[src/hw/rtl/rlbf_pkg.sv]
// shared constants, command and status types for the relatedness log bayes factor block
package rlbf_pkg;

  localparam int FRAC    = 16;
  localparam int COUNT_W = 24;
  localparam int QW      = FRAC + 1;
  localparam int AW      = FRAC + 8;
  localparam int BW      = FRAC + 3;
  localparam int LOGW    = FRAC + 6;
  localparam int MAGW    = FRAC + 5;
  localparam int ACC_W   = 48;
  localparam int OUT_W   = 32;
  localparam int IDX_W   = 3;
  localparam int NUM_REGS = 7;
  localparam int IN_TD_W  = 160;
  localparam int OUT_TD_W = 56;

  localparam logic [QW-1:0] ONE     = QW'(1) << FRAC;
  localparam logic [QW-1:0] ERR_RST = QW'((66 << FRAC) >> 16);
  localparam logic [31:0]   LN2_Q32 = 32'd2977044472;

  localparam logic [IDX_W-1:0] REG_ERR   = 3'd0;
  localparam logic [IDX_W-1:0] REG_NULL0 = 3'd1;
  localparam logic [IDX_W-1:0] REG_NULL1 = 3'd2;
  localparam logic [IDX_W-1:0] REG_NULL2 = 3'd3;
  localparam logic [IDX_W-1:0] REG_ALT0  = 3'd4;
  localparam logic [IDX_W-1:0] REG_ALT1  = 3'd5;
  localparam logic [IDX_W-1:0] REG_ALT2  = 3'd6;

  // power and product steps of the frequency terms, in dependency order
  localparam logic [3:0] P_PA2    = 4'd0;
  localparam logic [3:0] P_PA3    = 4'd1;
  localparam logic [3:0] P_PA4    = 4'd2;
  localparam logic [3:0] P_PB2    = 4'd3;
  localparam logic [3:0] P_PB3    = 4'd4;
  localparam logic [3:0] P_PB4    = 4'd5;
  localparam logic [3:0] P_PAPB   = 4'd6;
  localparam logic [3:0] P_PA3PB  = 4'd7;
  localparam logic [3:0] P_PA2PB  = 4'd8;
  localparam logic [3:0] P_PA2PB2 = 4'd9;
  localparam logic [3:0] P_PAPB3  = 4'd10;
  localparam logic [3:0] P_PAPB2  = 4'd11;
  localparam int         NUM_POW  = 12;

  typedef enum logic [3:0] {
    OP_NONE, OP_LOAD, OP_POW, OP_FILL, OP_PAIR, OP_COL,
    OP_MODEL, OP_MIX, OP_LN_A, OP_LN_N, OP_ACC, OP_EMIT
  } op_t;

  typedef struct packed {
    op_t        op;
    logic [3:0] idx;
    logic [1:0] ga;
    logic [1:0] gb;
    logic [1:0] k;
    logic       sel;
  } cmd_t;

  typedef struct packed {
    logic known;
    logic last;
    logic ln_done;
    logic out_full;
  } stat_t;

  typedef struct packed {
    logic [QW-1:0] allele_freq;
    logic          freq_known;
    logic [QW-1:0] a_prob_g0;
    logic [QW-1:0] a_prob_g1;
    logic [QW-1:0] a_prob_g2;
    logic [QW-1:0] a_null_prob;
    logic [QW-1:0] b_prob_g0;
    logic [QW-1:0] b_prob_g1;
    logic [QW-1:0] b_prob_g2;
    logic [QW-1:0] b_null_prob;
    logic          last_site;
  } site_t;

  function automatic logic [QW-1:0] clamp_one(input logic [QW-1:0] v);
    clamp_one = (v > ONE) ? ONE : v;
  endfunction

endpackage

[src/hw/rtl/rlbf_ln.sv]
// iterative natural log unit: normalise, bitwise log2 by squaring, scale by ln2
module rlbf_ln (
  input  logic                               clk,
  input  logic                               rst_n,
  input  logic                               start,
  input  logic [rlbf_pkg::AW-1:0]            x,
  output logic                               done,
  output logic signed [rlbf_pkg::LOGW-1:0]   result
);
  import rlbf_pkg::*;

  localparam int KW = $clog2(AW);
  localparam int IW = $clog2(FRAC);

  typedef enum logic [2:0] {L_IDLE, L_NORM, L_SQ, L_SCALE, L_RND, L_DONE} lstate_t;

  lstate_t                   state_r;
  logic [AW-1:0]             x_r;
  logic [KW-1:0]             k_r;
  logic [QW-1:0]             m_r;
  logic [IW-1:0]             it_r;
  logic [FRAC-1:0]           y_r;
  logic                      neg_r;
  logic [MAGW+31:0]          prod_r;
  logic signed [LOGW-1:0]    result_r;

  logic [2*QW-1:0]           sq_full;
  logic [QW:0]               sq;
  logic signed [LOGW-1:0]    lg;
  logic [MAGW-1:0]           mag;
  logic [MAGW+32:0]          rnd_full;
  logic [MAGW-1:0]           rnd;

  always_comb begin
    sq_full  = {{QW{1'b0}}, m_r} * {{QW{1'b0}}, m_r};
    sq       = sq_full[FRAC +: QW+1];
    lg       = (($signed(LOGW'(k_r)) - $signed(LOGW'(FRAC))) <<< FRAC)
               + $signed(LOGW'(y_r));
    mag      = lg[LOGW-1] ? MAGW'(-lg) : MAGW'(lg);
    rnd_full = {1'b0, prod_r} + (MAGW+33)'(64'h8000_0000);
    rnd      = rnd_full[32 +: MAGW];
  end

  always_ff @(posedge clk) begin
    if (!rst_n) begin
      state_r <= L_IDLE;
    end else begin
      case (state_r)
        L_IDLE: begin
          if (start) begin
            x_r     <= x;
            k_r     <= KW'(AW - 1);
            state_r <= L_NORM;
          end
        end
        L_NORM: begin
          if (x_r[AW-1] || k_r == '0) begin
            m_r     <= x_r[AW-1 -: QW];
            it_r    <= '0;
            y_r     <= '0;
            state_r <= L_SQ;
          end else begin
            x_r <= x_r << 1;
            k_r <= k_r - 1'b1;
          end
        end
        L_SQ: begin
          if (sq[QW]) begin
            m_r <= sq[QW:1];
            y_r <= {y_r[FRAC-2:0], 1'b1};
          end else begin
            m_r <= sq[QW-1:0];
            y_r <= {y_r[FRAC-2:0], 1'b0};
          end
          it_r <= it_r + 1'b1;
          if (it_r == IW'(FRAC - 1)) state_r <= L_SCALE;
        end
        L_SCALE: begin
          neg_r   <= lg[LOGW-1];
          prod_r  <= {32'd0, mag} * {{MAGW{1'b0}}, LN2_Q32};
          state_r <= L_RND;
        end
        L_RND: begin
          result_r <= neg_r ? -$signed(LOGW'(rnd)) : $signed(LOGW'(rnd));
          state_r  <= L_DONE;
        end
        L_DONE:  state_r <= L_IDLE;
        default: state_r <= L_IDLE;
      endcase
    end
  end

  assign done   = (state_r == L_DONE);
  assign result = result_r;

endmodule

[src/hw/rtl/rlbf_ctrl.sv]
// sequencer that steps the shared multiplier, log unit and accumulator through one site
module rlbf_ctrl (
  input  logic            clk,
  input  logic            rst_n,
  input  logic            in_tvalid,
  output logic            in_tready,
  input  rlbf_pkg::stat_t st,
  output rlbf_pkg::cmd_t  cmd
);
  import rlbf_pkg::*;

  typedef enum logic [3:0] {
    S_IDLE, S_POW, S_FILL, S_PAIR, S_COL, S_MODEL, S_MIX,
    S_LNA, S_LNA_W, S_LNN, S_LNN_W, S_ACC, S_EMIT
  } state_t;

  state_t     state_r;
  logic [3:0] idx_r;
  logic [1:0] ga_r, gb_r, k_r;
  logic       sel_r;

  always_comb begin
    cmd     = '0;
    cmd.op  = OP_NONE;
    cmd.idx = idx_r;
    cmd.ga  = ga_r;
    cmd.gb  = gb_r;
    cmd.k   = k_r;
    cmd.sel = sel_r;
    case (state_r)
      S_IDLE:  cmd.op = in_tvalid ? OP_LOAD : OP_NONE;
      S_POW:   cmd.op = OP_POW;
      S_FILL:  cmd.op = OP_FILL;
      S_PAIR:  cmd.op = OP_PAIR;
      S_COL:   cmd.op = OP_COL;
      S_MODEL: cmd.op = OP_MODEL;
      S_MIX:   cmd.op = OP_MIX;
      S_LNA:   cmd.op = OP_LN_A;
      S_LNN:   cmd.op = OP_LN_N;
      S_ACC:   cmd.op = OP_ACC;
      S_EMIT:  cmd.op = st.out_full ? OP_NONE : OP_EMIT;
      default: cmd.op = OP_NONE;
    endcase
  end

  assign in_tready = (state_r == S_IDLE);

  always_ff @(posedge clk) begin
    if (!rst_n) begin
      state_r <= S_IDLE;
      idx_r   <= '0;
      ga_r    <= '0;
      gb_r    <= '0;
      k_r     <= '0;
      sel_r   <= 1'b0;
    end else begin
      case (state_r)
        S_IDLE: begin
          if (in_tvalid) begin
            idx_r   <= '0;
            state_r <= S_POW;
          end
        end
        S_POW: begin
          if (!st.known) begin
            state_r <= S_ACC;
          end else if (idx_r == 4'(NUM_POW - 1)) begin
            ga_r    <= '0;
            sel_r   <= 1'b0;
            state_r <= S_FILL;
          end else begin
            idx_r <= idx_r + 1'b1;
          end
        end
        S_FILL: begin
          // ga walks the genotype, sel picks the sample
          if (ga_r == 2'd2) begin
            ga_r <= '0;
            if (sel_r) begin
              gb_r    <= '0;
              sel_r   <= 1'b0;
              state_r <= S_PAIR;
            end else begin
              sel_r <= 1'b1;
            end
          end else begin
            ga_r <= ga_r + 1'b1;
          end
        end
        S_PAIR: begin
          k_r     <= '0;
          state_r <= S_COL;
        end
        S_COL: begin
          if (k_r == 2'd2) begin
            k_r <= '0;
            if (gb_r == 2'd2) begin
              gb_r <= '0;
              if (ga_r == 2'd2) begin
                sel_r   <= 1'b0;
                state_r <= S_MODEL;
              end else begin
                ga_r    <= ga_r + 1'b1;
                state_r <= S_PAIR;
              end
            end else begin
              gb_r    <= gb_r + 1'b1;
              state_r <= S_PAIR;
            end
          end else begin
            k_r <= k_r + 1'b1;
          end
        end
        S_MODEL: begin
          if (k_r == 2'd2) state_r <= S_MIX;
          else k_r <= k_r + 1'b1;
        end
        S_MIX: begin
          k_r <= '0;
          if (sel_r) begin
            state_r <= S_LNA;
          end else begin
            sel_r   <= 1'b1;
            state_r <= S_MODEL;
          end
        end
        S_LNA:   state_r <= S_LNA_W;
        S_LNA_W: if (st.ln_done) state_r <= S_LNN;
        S_LNN:   state_r <= S_LNN_W;
        S_LNN_W: if (st.ln_done) state_r <= S_ACC;
        S_ACC:   state_r <= st.last ? S_EMIT : S_IDLE;
        S_EMIT:  if (!st.out_full) state_r <= S_IDLE;
        default: state_r <= S_IDLE;
      endcase
    end
  end

endmodule

[src/hw/rtl/rlbf_dp.sv]
// datapath: config registers, shared q-multiplier, likelihood terms, log unit, accumulator
module rlbf_dp (
  input  logic                              clk,
  input  logic                              rst_n,
  input  rlbf_pkg::cmd_t                    cmd,
  output rlbf_pkg::stat_t                   st,
  input  rlbf_pkg::site_t                   site,
  input  logic                              cfg_we,
  input  logic [rlbf_pkg::IDX_W-1:0]        cfg_index,
  input  logic [rlbf_pkg::QW-1:0]           cfg_wdata,
  output logic                              out_valid,
  input  logic                              out_ready,
  output logic signed [rlbf_pkg::OUT_W-1:0] out_lbf,
  output logic [rlbf_pkg::COUNT_W-1:0]      out_sites,
  output logic                              out_sat
);
  import rlbf_pkg::*;

  localparam int PW = AW + BW;
  localparam logic [PW-1:0] HALF_P = PW'(1) << (FRAC - 1);

  logic [QW-1:0]             cfg_r [NUM_REGS];
  site_t                     site_r;
  logic [QW-1:0]             pa_r, pb_r;
  logic [QW-1:0]             pw_r  [NUM_POW];
  logic [QW-1:0]             pa_g_r[3];
  logic [QW-1:0]             pb_g_r[3];
  logic [QW-1:0]             pair_r;
  logic [AW-1:0]             col_r [3];
  logic [AW-1:0]             v_r, la_r, ln_r;
  logic signed [LOGW-1:0]    lna_r;
  logic signed [ACC_W-1:0]   acc_r;
  logic [COUNT_W-1:0]        cnt_r;
  logic                      ovf_r;
  logic                      out_valid_r;
  logic signed [OUT_W-1:0]   out_lbf_r;
  logic [COUNT_W-1:0]        out_sites_r;
  logic                      out_sat_r;

  logic [AW-1:0]             mul_a;
  logic [BW-1:0]             mul_b;
  logic [PW-1:0]             mul_p;
  logic [AW-1:0]             mul_q;
  logic [BW-1:0]             mat_v;
  logic [BW-1:0]             hwe_v;
  logic [QW-1:0]             w_v, e_v, g_v;
  logic [AW-1:0]             fill_s, mix_s;
  logic [2:0]                gsum;
  logic                      ln_start, ln_done;
  logic [AW-1:0]             ln_x;
  logic signed [LOGW-1:0]    ln_res;
  logic signed [LOGW:0]      diff;
  logic signed [ACC_W:0]     acc_s;

  assign e_v  = clamp_one(cfg_r[REG_ERR]);
  assign gsum = {1'b0, cmd.ga} + {1'b0, cmd.gb};

  // genotype-pair by ibd-state matrix entry for the current row and column
  always_comb begin
    mat_v = '0;
    case (gsum)
      3'd0: begin
        case (cmd.k)
          2'd0:    mat_v = BW'(pw_r[P_PA4]);
          2'd1:    mat_v = BW'(pw_r[P_PA3]);
          default: mat_v = BW'(pw_r[P_PA2]);
        endcase
      end
      3'd1: begin
        case (cmd.k)
          2'd0:    mat_v = BW'({pw_r[P_PA3PB], 1'b0});
          2'd1:    mat_v = BW'(pw_r[P_PA2PB]);
          default: mat_v = '0;
        endcase
      end
      3'd2: begin
        if (cmd.ga == 2'd1) begin
          case (cmd.k)
            2'd0:    mat_v = BW'({pw_r[P_PA2PB2], 2'b00});
            2'd1:    mat_v = BW'(pw_r[P_PAPB]);
            default: mat_v = BW'({pw_r[P_PAPB], 1'b0});
          endcase
        end else begin
          mat_v = (cmd.k == 2'd0) ? BW'(pw_r[P_PA2PB2]) : '0;
        end
      end
      3'd3: begin
        case (cmd.k)
          2'd0:    mat_v = BW'({pw_r[P_PAPB3], 1'b0});
          2'd1:    mat_v = BW'(pw_r[P_PAPB2]);
          default: mat_v = '0;
        endcase
      end
      default: begin
        case (cmd.k)
          2'd0:    mat_v = BW'(pw_r[P_PB4]);
          2'd1:    mat_v = BW'(pw_r[P_PB3]);
          default: mat_v = BW'(pw_r[P_PB2]);
        endcase
      end
    endcase
  end

  // hardy-weinberg fill and per-genotype probability
  always_comb begin
    case (cmd.ga)
      2'd0:    hwe_v = BW'(pw_r[P_PA2]);
      2'd1:    hwe_v = BW'({pw_r[P_PAPB], 1'b0});
      default: hwe_v = BW'(pw_r[P_PB2]);
    endcase
    case ({cmd.sel, cmd.ga})
      3'b000:  g_v = site_r.a_prob_g0;
      3'b001:  g_v = site_r.a_prob_g1;
      3'b010:  g_v = site_r.a_prob_g2;
      3'b100:  g_v = site_r.b_prob_g0;
      3'b101:  g_v = site_r.b_prob_g1;
      default: g_v = site_r.b_prob_g2;
    endcase
  end

  // model prior: sel low is the alternative, high the null
  always_comb begin
    case ({cmd.sel, cmd.k})
      3'b000:  w_v = cfg_r[REG_ALT0];
      3'b001:  w_v = cfg_r[REG_ALT1];
      3'b010:  w_v = cfg_r[REG_ALT2];
      3'b100:  w_v = cfg_r[REG_NULL0];
      3'b101:  w_v = cfg_r[REG_NULL1];
      default: w_v = cfg_r[REG_NULL2];
    endcase
  end

  always_comb begin
    mul_a = '0;
    mul_b = '0;
    case (cmd.op)
      OP_POW: begin
        case (cmd.idx)
          P_PA2:    begin mul_a = AW'(pa_r);            mul_b = BW'(pa_r); end
          P_PA3:    begin mul_a = AW'(pw_r[P_PA2]);     mul_b = BW'(pa_r); end
          P_PA4:    begin mul_a = AW'(pw_r[P_PA3]);     mul_b = BW'(pa_r); end
          P_PB2:    begin mul_a = AW'(pb_r);            mul_b = BW'(pb_r); end
          P_PB3:    begin mul_a = AW'(pw_r[P_PB2]);     mul_b = BW'(pb_r); end
          P_PB4:    begin mul_a = AW'(pw_r[P_PB3]);     mul_b = BW'(pb_r); end
          P_PAPB:   begin mul_a = AW'(pa_r);            mul_b = BW'(pb_r); end
          P_PA3PB:  begin mul_a = AW'(pw_r[P_PA3]);     mul_b = BW'(pb_r); end
          P_PA2PB:  begin mul_a = AW'(pw_r[P_PA2]);     mul_b = BW'(pb_r); end
          P_PA2PB2: begin mul_a = AW'(pw_r[P_PA2]);     mul_b = BW'(pw_r[P_PB2]); end
          P_PAPB3:  begin mul_a = AW'(pa_r);            mul_b = BW'(pw_r[P_PB3]); end
          default:  begin mul_a = AW'(pa_r);            mul_b = BW'(pw_r[P_PB2]); end
        endcase
      end
      OP_FILL: begin
        mul_a = AW'(hwe_v);
        mul_b = BW'(clamp_one(cmd.sel ? site_r.b_null_prob : site_r.a_null_prob));
      end
      OP_PAIR: begin
        mul_a = AW'(pa_g_r[cmd.ga]);
        mul_b = BW'(pb_g_r[cmd.gb]);
      end
      OP_COL: begin
        mul_a = AW'(pair_r);
        mul_b = mat_v;
      end
      OP_MODEL: begin
        mul_a = col_r[cmd.k];
        mul_b = BW'(clamp_one(w_v));
      end
      OP_MIX: begin
        mul_a = v_r;
        mul_b = BW'(ONE - e_v);
      end
      default: begin
        mul_a = '0;
        mul_b = '0;
      end
    endcase
    mul_p = {{BW{1'b0}}, mul_a} * {{AW{1'b0}}, mul_b} + HALF_P;
    mul_q = mul_p[FRAC +: AW];
  end

  assign fill_s = AW'(clamp_one(g_v)) + mul_q;
  assign mix_s  = mul_q + AW'(e_v);

  assign ln_start = (cmd.op == OP_LN_A) || (cmd.op == OP_LN_N);
  assign ln_x     = (cmd.op == OP_LN_A) ? la_r : ln_r;

  rlbf_ln u_ln (
    .clk    (clk),
    .rst_n  (rst_n),
    .start  (ln_start),
    .x      (ln_x),
    .done   (ln_done),
    .result (ln_res)
  );

  assign diff  = $signed({lna_r[LOGW-1], lna_r}) - $signed({ln_res[LOGW-1], ln_res});
  assign acc_s = $signed({acc_r[ACC_W-1], acc_r}) + $signed((ACC_W+1)'(diff));

  always_ff @(posedge clk) begin
    if (!rst_n) begin
      cfg_r[REG_ERR]   <= ERR_RST;
      cfg_r[REG_NULL0] <= ONE;
      cfg_r[REG_NULL1] <= '0;
      cfg_r[REG_NULL2] <= '0;
      cfg_r[REG_ALT0]  <= '0;
      cfg_r[REG_ALT1]  <= ONE;
      cfg_r[REG_ALT2]  <= '0;
      acc_r            <= '0;
      cnt_r            <= '0;
      ovf_r            <= 1'b0;
      out_valid_r      <= 1'b0;
    end else begin
      if (cfg_we && cfg_index < IDX_W'(NUM_REGS)) cfg_r[cfg_index] <= cfg_wdata;
      if (cmd.op == OP_EMIT) out_valid_r <= 1'b1;
      else if (out_valid_r && out_ready) out_valid_r <= 1'b0;
      case (cmd.op)
        OP_LOAD: begin
          site_r <= site;
          pb_r   <= clamp_one(site.allele_freq);
          pa_r   <= ONE - clamp_one(site.allele_freq);
        end
        OP_POW: pw_r[cmd.idx] <= QW'(mul_q);
        OP_FILL: begin
          if (cmd.sel) pb_g_r[cmd.ga] <= (fill_s > AW'(ONE)) ? ONE : QW'(fill_s);
          else         pa_g_r[cmd.ga] <= (fill_s > AW'(ONE)) ? ONE : QW'(fill_s);
        end
        OP_PAIR: pair_r <= QW'(mul_q);
        OP_COL: begin
          if (cmd.ga == 2'd0 && cmd.gb == 2'd0) col_r[cmd.k] <= mul_q;
          else col_r[cmd.k] <= col_r[cmd.k] + mul_q;
        end
        OP_MODEL: v_r <= (cmd.k == 2'd0) ? mul_q : v_r + mul_q;
        OP_MIX: begin
          // a likelihood of zero becomes one lsb so the log stays finite
          if (cmd.sel) ln_r <= (mix_s == '0) ? AW'(1) : mix_s;
          else         la_r <= (mix_s == '0) ? AW'(1) : mix_s;
          if (mix_s == '0) ovf_r <= 1'b1;
        end
        OP_LN_N: lna_r <= ln_res;
        OP_ACC: begin
          if (site_r.freq_known) begin
            if (acc_s[ACC_W] != acc_s[ACC_W-1]) begin
              acc_r <= acc_s[ACC_W] ? {1'b1, {(ACC_W-1){1'b0}}} : {1'b0, {(ACC_W-1){1'b1}}};
              ovf_r <= 1'b1;
            end else begin
              acc_r <= acc_s[ACC_W-1:0];
            end
            if (cnt_r != '1) cnt_r <= cnt_r + 1'b1;
          end
        end
        OP_EMIT: begin
          out_sites_r <= cnt_r;
          if (!acc_r[ACC_W-1] && (|acc_r[ACC_W-2:OUT_W-1])) begin
            out_lbf_r <= {1'b0, {(OUT_W-1){1'b1}}};
            out_sat_r <= 1'b1;
          end else if (acc_r[ACC_W-1] && !(&acc_r[ACC_W-2:OUT_W-1])) begin
            out_lbf_r <= {1'b1, {(OUT_W-1){1'b0}}};
            out_sat_r <= 1'b1;
          end else begin
            out_lbf_r <= acc_r[OUT_W-1:0];
            out_sat_r <= ovf_r;
          end
          acc_r <= '0;
          cnt_r <= '0;
          ovf_r <= 1'b0;
        end
        default: ;
      endcase
    end
  end

  assign st.known    = site_r.freq_known;
  assign st.last     = site_r.last_site;
  assign st.ln_done  = ln_done;
  assign st.out_full = out_valid_r && !out_ready;

  assign out_valid = out_valid_r;
  assign out_lbf   = out_lbf_r;
  assign out_sites = out_sites_r;
  assign out_sat   = out_sat_r;

endmodule

[src/hw/rtl/relatedness_log_bayes_factor_top.sv]
// top level of the pairwise relatedness log bayes factor block
//
//  channel | direction | transfer carries
//  in_     | slave     | one variant site: frequency, known flag, two samples' genotype masses
//  out_    | master    | log bayes factor, sites used, saturated flag, one per last site
//  cfg_    | write     | error probability and the six ibd priors
//
// one site at a time: a known-frequency site runs 62 steps of the shared multiplier
// plus two passes of the iterative log unit (up to 23 normalise shifts and 16
// squarings each); an unknown site goes from the first power step straight to
// the accumulate step. reset is synchronous and clears the sums and loads the
// default priors. a stalled output holds its result while the next site is
// taken; a finished pair waits only if the previous result is still held.
module relatedness_log_bayes_factor_top
  import rlbf_pkg::*;
(
  input  logic                        clk,
  input  logic                        rst_n,
  input  logic                        in_tvalid,
  output logic                        in_tready,
  // allele_freq, a_prob_g0, a_prob_g1, a_prob_g2, a_null_prob,
  // b_prob_g0, b_prob_g1, b_prob_g2, b_null_prob
  input  logic [IN_TD_W-1:0]          in_tdata,
  // freq_known
  input  logic                        in_tuser,
  input  logic                        in_tlast,
  output logic                        out_tvalid,
  input  logic                        out_tready,
  // log_bayes_factor, sites_used
  output logic [OUT_TD_W-1:0]         out_tdata,
  // saturated
  output logic                        out_tuser,
  input  logic                        cfg_we,
  input  logic [IDX_W-1:0]            cfg_index,
  input  logic [QW-1:0]               cfg_wdata
);

  cmd_t                    cmd;
  stat_t                   st;
  site_t                   site;
  logic signed [OUT_W-1:0] lbf;
  logic [COUNT_W-1:0]      sites;

  assign site.allele_freq = in_tdata[0*QW +: QW];
  assign site.a_prob_g0   = in_tdata[1*QW +: QW];
  assign site.a_prob_g1   = in_tdata[2*QW +: QW];
  assign site.a_prob_g2   = in_tdata[3*QW +: QW];
  assign site.a_null_prob = in_tdata[4*QW +: QW];
  assign site.b_prob_g0   = in_tdata[5*QW +: QW];
  assign site.b_prob_g1   = in_tdata[6*QW +: QW];
  assign site.b_prob_g2   = in_tdata[7*QW +: QW];
  assign site.b_null_prob = in_tdata[8*QW +: QW];
  assign site.freq_known  = in_tuser;
  assign site.last_site   = in_tlast;

  rlbf_ctrl u_ctrl (
    .clk       (clk),
    .rst_n     (rst_n),
    .in_tvalid (in_tvalid),
    .in_tready (in_tready),
    .st        (st),
    .cmd       (cmd)
  );

  rlbf_dp u_dp (
    .clk       (clk),
    .rst_n     (rst_n),
    .cmd       (cmd),
    .st        (st),
    .site      (site),
    .cfg_we    (cfg_we),
    .cfg_index (cfg_index),
    .cfg_wdata (cfg_wdata),
    .out_valid (out_tvalid),
    .out_ready (out_tready),
    .out_lbf   (lbf),
    .out_sites (sites),
    .out_sat   (out_tuser)
  );

  assign out_tdata = {sites, lbf};

  // one site in flight: ready drops after every input transfer
  a_one_site: assert property (@(posedge clk) disable iff (!rst_n)
    (in_tvalid && in_tready) |=> !in_tready)
    else $error("input taken while a site is in flight");

  // a result is never written over one that is still waiting
  a_no_overwrite: assert property (@(posedge clk) disable iff (!rst_n)
    (cmd.op == OP_EMIT) |-> !(out_tvalid && !out_tready))
    else $error("result overwritten while stalled");

  // the log unit cannot report done the cycle after it is started
  a_ln_start: assert property (@(posedge clk) disable iff (!rst_n)
    (cmd.op == OP_LN_A || cmd.op == OP_LN_N) |=> !st.ln_done)
    else $error("log unit done too early");

endmodule
[config.mk]
export PLATFORM = sky130hd
export DESIGN_NAME = relatedness_log_bayes_factor_top
export DESIGN_NICKNAME = d
export VERILOG_FILES = /design/src/hw/rtl/rlbf_pkg.sv /design/src/hw/rtl/rlbf_ln.sv /design/src/hw/rtl/rlbf_ctrl.sv /design/src/hw/rtl/rlbf_dp.sv /design/src/hw/rtl/relatedness_log_bayes_factor_top.sv
export SDC_FILE = /design/constraint.sdc
export NUM_CORES = 2
export LEC_CHECK = 0
export BUFFER_PORTS_ARGS = -buffer_cell sky130_fd_sc_hd__buf_2
export CAP_MARGIN = 20
export CORE_UTILIZATION = 60
export DETAILED_ROUTE_END_ITERATION = 16
export GPL_TIMING_DRIVEN = 0
export PLACE_DENSITY_LB_ADDON = 0.2
export SLEW_MARGIN = 25
export SYNTH_ARGS = -nofsm -noshare
export SYNTH_HDL_FRONTEND = slang
export SYNTH_SLANG_ARGS = --single-unit
export TNS_END_PERCENT = 5
[constraint.sdc]
create_clock -name clk -period 26.9 [get_ports clk]
set_clock_uncertainty 0.2 [all_clocks]
set_input_delay 2.69 -clock clk [delete_from_list [all_inputs] [get_ports clk]]
set_output_delay 2.69 -clock clk [all_outputs]
set_load 0.02 [all_outputs]
Word-level counts from Yosys, hierarchy flattened:

Memories as Yosys holds them, arrays and structs flattened. A register that Yosys moved wholly into a read port is not among the register bits.
Cells that the tools add are included.

* add/subtract/negate cells: 22
* multipliers: 3
* order comparisons: 7
* equality and inequality tests: 82
* muxes and demuxes: 136
* bitwise operators: 2
* reductions and logical operators: 62

Operators by type and width (number)
* 17-bit case mux with 5 select lines: 3
* 24-bit 2-to-1 mux: 8
* 17-bit 2-to-1 mux: 11
* 48-bit 2-to-1 mux: 3
* 24-bit case mux with 6 select lines: 1
* 19-bit case mux with 6 select lines: 1
* 18-bit case mux with 2 select lines: 3
* 17-bit case mux with 2 select lines: 3
* 24-bit case mux with 2 select lines: 2
* 48-bit case mux with 2 select lines: 1
* 17-bit greater-than comparator, second input constant: 5
* 19-bit case mux with 4 select lines: 1
* 4-bit 2-to-1 mux: 16
* 4-bit == test, second input constant: 14
* 53-bit by 32-bit adder with 53-bit output, second input constant: 1
* 4-bit case mux with 13 select lines: 1
* 17-bit case mux with 3 select lines: 1
* 21-bit by 29-bit multiplier with 50-bit output, second input constant: 1
* 48-bit by 23-bit adder with 49-bit output: 1
* 24-bit adder: 2
* 4-bit by 3-bit == test with 1-bit output, second input constant: 12
* 4-bit case mux with 11 select lines: 1
* 21-bit 2-to-1 mux: 2
* 40-bit by 16-bit adder with 40-bit output, second input constant: 1
* other kinds (71): 219

* register bits: 571
* bits in writable memories: 497
* input port bits: 187
* output and inout port bits: 59
* logic and storage cells: 359
* memories: 5

Memories
* u_dp.pw_r: words 12, width 17, read ports 12, clocked after Yosys merged registers in 0, wr ports 1, RTL line rlbf_dp.sv:25 `logic [QW-1:0] pw_r [NUM_POW];`
* u_dp.cfg_r: words 7, width 17, read ports 7, clocked after Yosys merged registers in 0, wr ports 7, RTL line rlbf_dp.sv:22 `logic [QW-1:0] cfg_r [NUM_REGS];`
* u_dp.col_r: words 3, width 24, read ports 1, clocked after Yosys merged registers in 1, wr ports 1, RTL line rlbf_dp.sv:29 `logic [AW-1:0] col_r [3];`
* u_dp.pa_g_r: words 3, width 17, read ports 1, clocked after Yosys merged registers in 1, wr ports 1, RTL line rlbf_dp.sv:26 `logic [QW-1:0] pa_g_r[3];`
* u_dp.pb_g_r: words 3, width 17, read ports 1, clocked after Yosys merged registers in 1, wr ports 1, RTL line rlbf_dp.sv:27 `logic [QW-1:0] pb_g_r[3];`

Longest topological paths before layout:

* depth after elaboration: 12
* depth in mapped cells: 57
* mapped depth without buffers: 52

Modules after synthesis:

From an unflattened synthesis, not the netlist that was laid out.

* cells, all modules: 8300
* area, all modules: 85839.8 sq um

By module, submodules not included
* rlbf_dp: instances 1, cells an instance 5731, area an instance 60862.1 sq um, seq. area each 26415.3 sq um
* rlbf_ln: instances 1, cells an instance 2396, area an instance 23597.6 sq um, seq. area each 3393.3 sq um
* rlbf_ctrl: instances 1, cells an instance 173, area an instance 1380.1 sq um, seq. area each 300.3 sq um

Least setup slack after synthesis:

No wires, ideal clock.

* kind: input -> register
* from: input out_tready
* to: register u_dp.pa_r[10], enable pin
* setup time: 0.955 ns
* data arrival time: 16.412 ns
* data required time: 25.745 ns
* slack: 9.333 ns
* stages: 7
* buffers on the path: 1
* path through: nor2b_1 nor3_1 and3_1 nand2b_1 clkbuf_1 or3b_2 a211oi_1

* longest elaborated chain between the ends: 6

Ends and longest elaborated chain
* from (decl): RTL line relatedness_log_bayes_factor_top.sv:28 `input logic out_tready,`
* 1-bit zero test: RTL line rlbf_dp.sv:276 `assign st.out_full = out_valid_r && !out_ready;`
* 1-bit logical AND: RTL line rlbf_dp.sv:276
* 4-bit 2-to-1 mux: RTL line rlbf_ctrl.sv:41 `S_EMIT: cmd.op = st.out_full ? OP_NONE : OP_EMIT;`
* 4-bit case mux with 11 select lines: RTL line rlbf_ctrl.sv:30 `case (state_r)`
* 4-bit by 1-bit == test with 1-bit output: RTL line rlbf_dp.sv:217 `case (cmd.op)`
* 2-bit AND reduction (no source line)
* to (signal assigned): RTL line rlbf_dp.sv:221 `pa_r <= ONE - clamp_one(site.allele_freq);`
* to (decl): RTL line rlbf_dp.sv:24 `logic [QW-1:0] pa_r, pb_r;`

Every way passes these cells.
A chain may end at the register's enable or synchronous reset.

Worst setup path in the final report:

* from: register u_ctrl.k_r[0]
* to: memory u_dp.pa_g_r[2][13] in the netlist's numbering (data pin)

* longest elaborated chain between the ends: 10
* elaborated cells between the ends (all ways): 24
* classes of those cells: add/sub: 2; mul: 1; order compare: 2; eq/ne: 5; mux: 12; reduce/logical: 2

Ends and longest elaborated chain
* from (decl): RTL line rlbf_ctrl.sv:19 `logic [1:0] ga_r, gb_r, k_r;`
* from (signal assigned): RTL line rlbf_ctrl.sv:111 `k_r <= k_r + 1'b1;`
* from (signal assigned): RTL line rlbf_ctrl.sv:116 `else k_r <= k_r + 1'b1;`
* 3-bit == test (tied with other cells): RTL line rlbf_dp.sv:123 `case ({cmd.sel, cmd.k})`
* 17-bit case mux with 5 select lines (tied with other cells): RTL line rlbf_dp.sv:123
* 17-bit greater-than comparator / 19-bit 2-to-1 mux (equally long branches): RTL line rlbf_pkg.sv:81, rlbf_dp.sv:77
* 17-bit 2-to-1 mux / 19-bit case mux with 4 select lines (equally long branches): RTL line rlbf_pkg.sv:81, rlbf_dp.sv:61
* 19-bit case mux with 6 select lines (*): RTL line rlbf_dp.sv:136 `case (cmd.op)`
* 24-bit by 19-bit multiplier with 40-bit output (*): RTL line rlbf_dp.sv:178 `mul_p = {{BW{1'b0}}, mul_a} * {{AW{1'b0}}, mul_b} + HALF_P;`
* 40-bit by 16-bit adder with 40-bit output (*): RTL line rlbf_dp.sv:178
* via u_dp.mul_p[22]: RTL line rlbf_dp.sv:42 `logic [PW-1:0] mul_p;`
* 17-bit by 24-bit adder with 24-bit output (*): RTL line rlbf_dp.sv:182 `assign fill_s = AW'(clamp_one(g_v)) + mul_q;`
* 24-bit by 17-bit greater-than comparator with 1-bit output: RTL line rlbf_dp.sv:226 `else pa_g_r[cmd.ga] <= (fill_s > AW'(ONE)) ? ONE : QW'(fill_s);`
* 17-bit 2-to-1 mux (*): RTL line rlbf_dp.sv:226
* to (decl): RTL line rlbf_dp.sv:26

The timed path passes the listed nets; every way through them passes the cells marked *.

==> reports/summary.txt <==
Post-CTS Hold Buffers: 0
CP max FO: 17
I/O pin cnt: 246
CTS buffer count: 108
Worst Setup Start Kind: flip-flop
Synth top cells by count: 1303 x inv_1, 930 x edfxtp_1, 867 x nand2_1, 824 x fa_1, 637 x ha_1
Iter 0 DRT Violations: 7383
Worst Hold Class: flip-flop to flip-flop
initial antenna violation count: 36
Seq/Total Area, Yosys: 0.362
area post-placement: 88300 sq um
row cnt: 136
max cap viols: 0
CORE AREA: 138000 sq um
Critical Path AT: 19.77 ns
drt drc: 0
Syn-to-layout area delta: 10.3%
status: finished clean
DIE AREA: 141000 sq um
Final WS setup: 7.34 ns
synth top area cells: edfxtp_1 33%, fa_1 20%, ha_1 9.5%
first-pass GRT wire length: 386 mm
H-tree depth: 3
DP Wirelength: 204 mm
Yosys warnings: 0
Die X: 375 um
clk buf depth: 3
Die H: 375 um
CTS root buf: clkbuf_16
Hold Path Origin: u_dp.cfg_r[6][16]$_SDFFE_PN0P_
Post-synth EDFFs: 930
number of global-route vias before repair: 64300
share of the synthesized area in the top cell type: 0.334
fin. max-slew vios: 0
worst stage delay on the critical path: 0.99 ns
Worst-path clk slew: 0.07 ns
FFs w/ async S/R, synth: 0
Worst-Skew Late Latency: 0.78 ns
final setup violating endpoints: 0
Peak Freq: 51.1 MHz
Period minus WS final: 19.56 ns
fraction of layout cells with a size suffix above 1: 0.0771
WL final: 255 mm
CP endpoint kind: flip-flop
Final Util: 0.669
Syn Inst Count: 7991
WS Path Type: flip-flop to flip-flop
grt ovf: 0
pre-CTS setup slack: 8.04 ns
initial core utilization: 0.607
GRT Total Usage: 0.366
Critical Path RT: 27.11 ns
most common cell in the netlist: inv_1
# resized after CTS: 0
Post-CTS Setup Bufs: 0
RR Startpoint: u_ctrl.k_r[0]$_SDFFE_PN0N_
final-stage net count: 10100
Synth Area per Inst: 10.5 sq um
CTS Sinks: 1045
normalized max-slew margin: 0.187
Slowest-stage cell, CP: nor4b_1
setup TNS: 0 ns
Via-to-Cell Ratio: 6.18
FF+latch count, synth: 1045
via count: 63800
Hold Violations, Final: 0
Synth Cell Area: 83600 sq um
TritonCTS clock tree: done
routability cong.: 1.03
fill count: 10700
PortBufs: 235
synth unique cells: 109
largest area contributor in the netlist: edfxtp_1
final instance area: 92200 sq um
DRT Pass-1 Iters: 9
Critical Path Source: u_ctrl.k_r[0]$_SDFFE_PN0N_
RSZ-0062 raised after global routing: no
Final ANT Viol Nets: 0
Worst-Margin Slew: 1.22 ns
Final period util: 0.727
largest net degree at the start of global routing: 34
Main synth FF type: edfxtp_1
wire per inst: 24.7 um
[kinds of logic after synthesis]
group                      share of synthesized area
DFF                                            0.362
other                                      0.0000449
and+or+nand+nor                                0.114
adders and majority gates                      0.293
muxes                                         0.0154
buffers and inverters                         0.0739
xor gates and xnor gates                      0.0313
AOI/OAI and AO/OA                              0.111
[state kept, by name (all words and copies together) (netlist names), 17 cells and up, named ones only]
signal,cells
u_dp.pw_r,204
u_dp.site_r,136
u_dp.cfg_r,119
u_dp.col_r,72
u_dp.pa_g_r,51
u_dp.pb_g_r,51
u_dp.acc_r,48
u_dp.out_lbf,32
u_dp.cnt_r,24
u_dp.la_r,24
u_dp.ln_r,24
u_dp.out_sites,24
u_dp.u_ln.x_r,24
u_dp.v_r,24
u_dp.lna_r,22
u_dp.u_ln.prod_r,22
u_dp.u_ln.result,22
u_dp.pair_r,17
u_dp.pb_r,17
u_dp.u_ln.m_r,17
[layer usage]
layer / up-vias / part of all wire / global-route usage
met3: 825 / 0.11 / 0.0839
met4: 22 / 0.059 / 0.188
met1: 31300 / 0.38 / 0.482
met5: - / 0.00059 / 0
li1: 28000 / - / -
met2: 3610 / 0.45 / 0.568
[per-stage QoR]
step,hold slack [ns],cells
finish,0.273,10300
floorplan,0.231,7999
global route,0.289,10300
detailed placement,0.258,10100
CTS,0.267,10300
global placement,0.244,10000
[cells in the final DEF, fill, tap and decap left out, types with 86 or more instances in the layout]
master     instances
clkbuf_16        109
o21ai_0          201
clkbuf_1         299
and2_1           177
nor2_1           464
mux2i_1          109
nand2_1          867
nand3_1           91
buf_2            262
ha_1             637
a22oi_1          109
a21oi_1          400
nor3_1            86
xor2_1           123
fa_1             824
xnor2_1          147
dfxtp_1          115
inv_1           1299
edfxtp_1         930
a221oi_1         112
[critical path, delay by kind of cell, from the launching register on]
family | cells | cell delay, ns
AND/OR/NAND/NOR | 3 | 1.32
flip-flops | 1 | 0.36
AO/OA/AOI/OAI | 16 | 4.99
XOR/XNOR | 1 | 0.52
adder cells (fa/ha/maj) | 10 | 4.27
buffers and inverters | 18 | 7.47
[worst paths after layout]
check | to | slack (ns) | cells after the start
max | u_dp.pa_g_r[2][13]$_DFFE_PP_ | 7.34 | 48
max reg2reg | u_dp.pa_g_r[2][13]$_DFFE_PP_ | 7.34 | 48
min | u_dp.cfg_r[6][16]$_SDFFE_PN0P_ | 0.27 | 2
min reg2reg | u_dp.cfg_r[6][16]$_SDFFE_PN0P_ | 0.27 | 2
[cell type report]
cell class | count | area, sq um | area share
inverters | 1309 | 4910 | 0.0533
diodes | 19 | 47.5 | 0.000516
repair buffers | 309 | 2010 | 0.0218
multi-input cells | 5321 | 47700 | 0.518
clock buffers | 141 | 2950 | 0.0320
flip-flops and latches | 1045 | 30200 | 0.328
well taps | 1794 | 2240 | 0.0243
clock inverters | 64 | 812 | 0.00881
plain buffers | 324 | 1270 | 0.0137
Power is left out: the tool's default activity adds up to more than one toggle a clock period on the data nets, which glitch-free logic cannot reach.
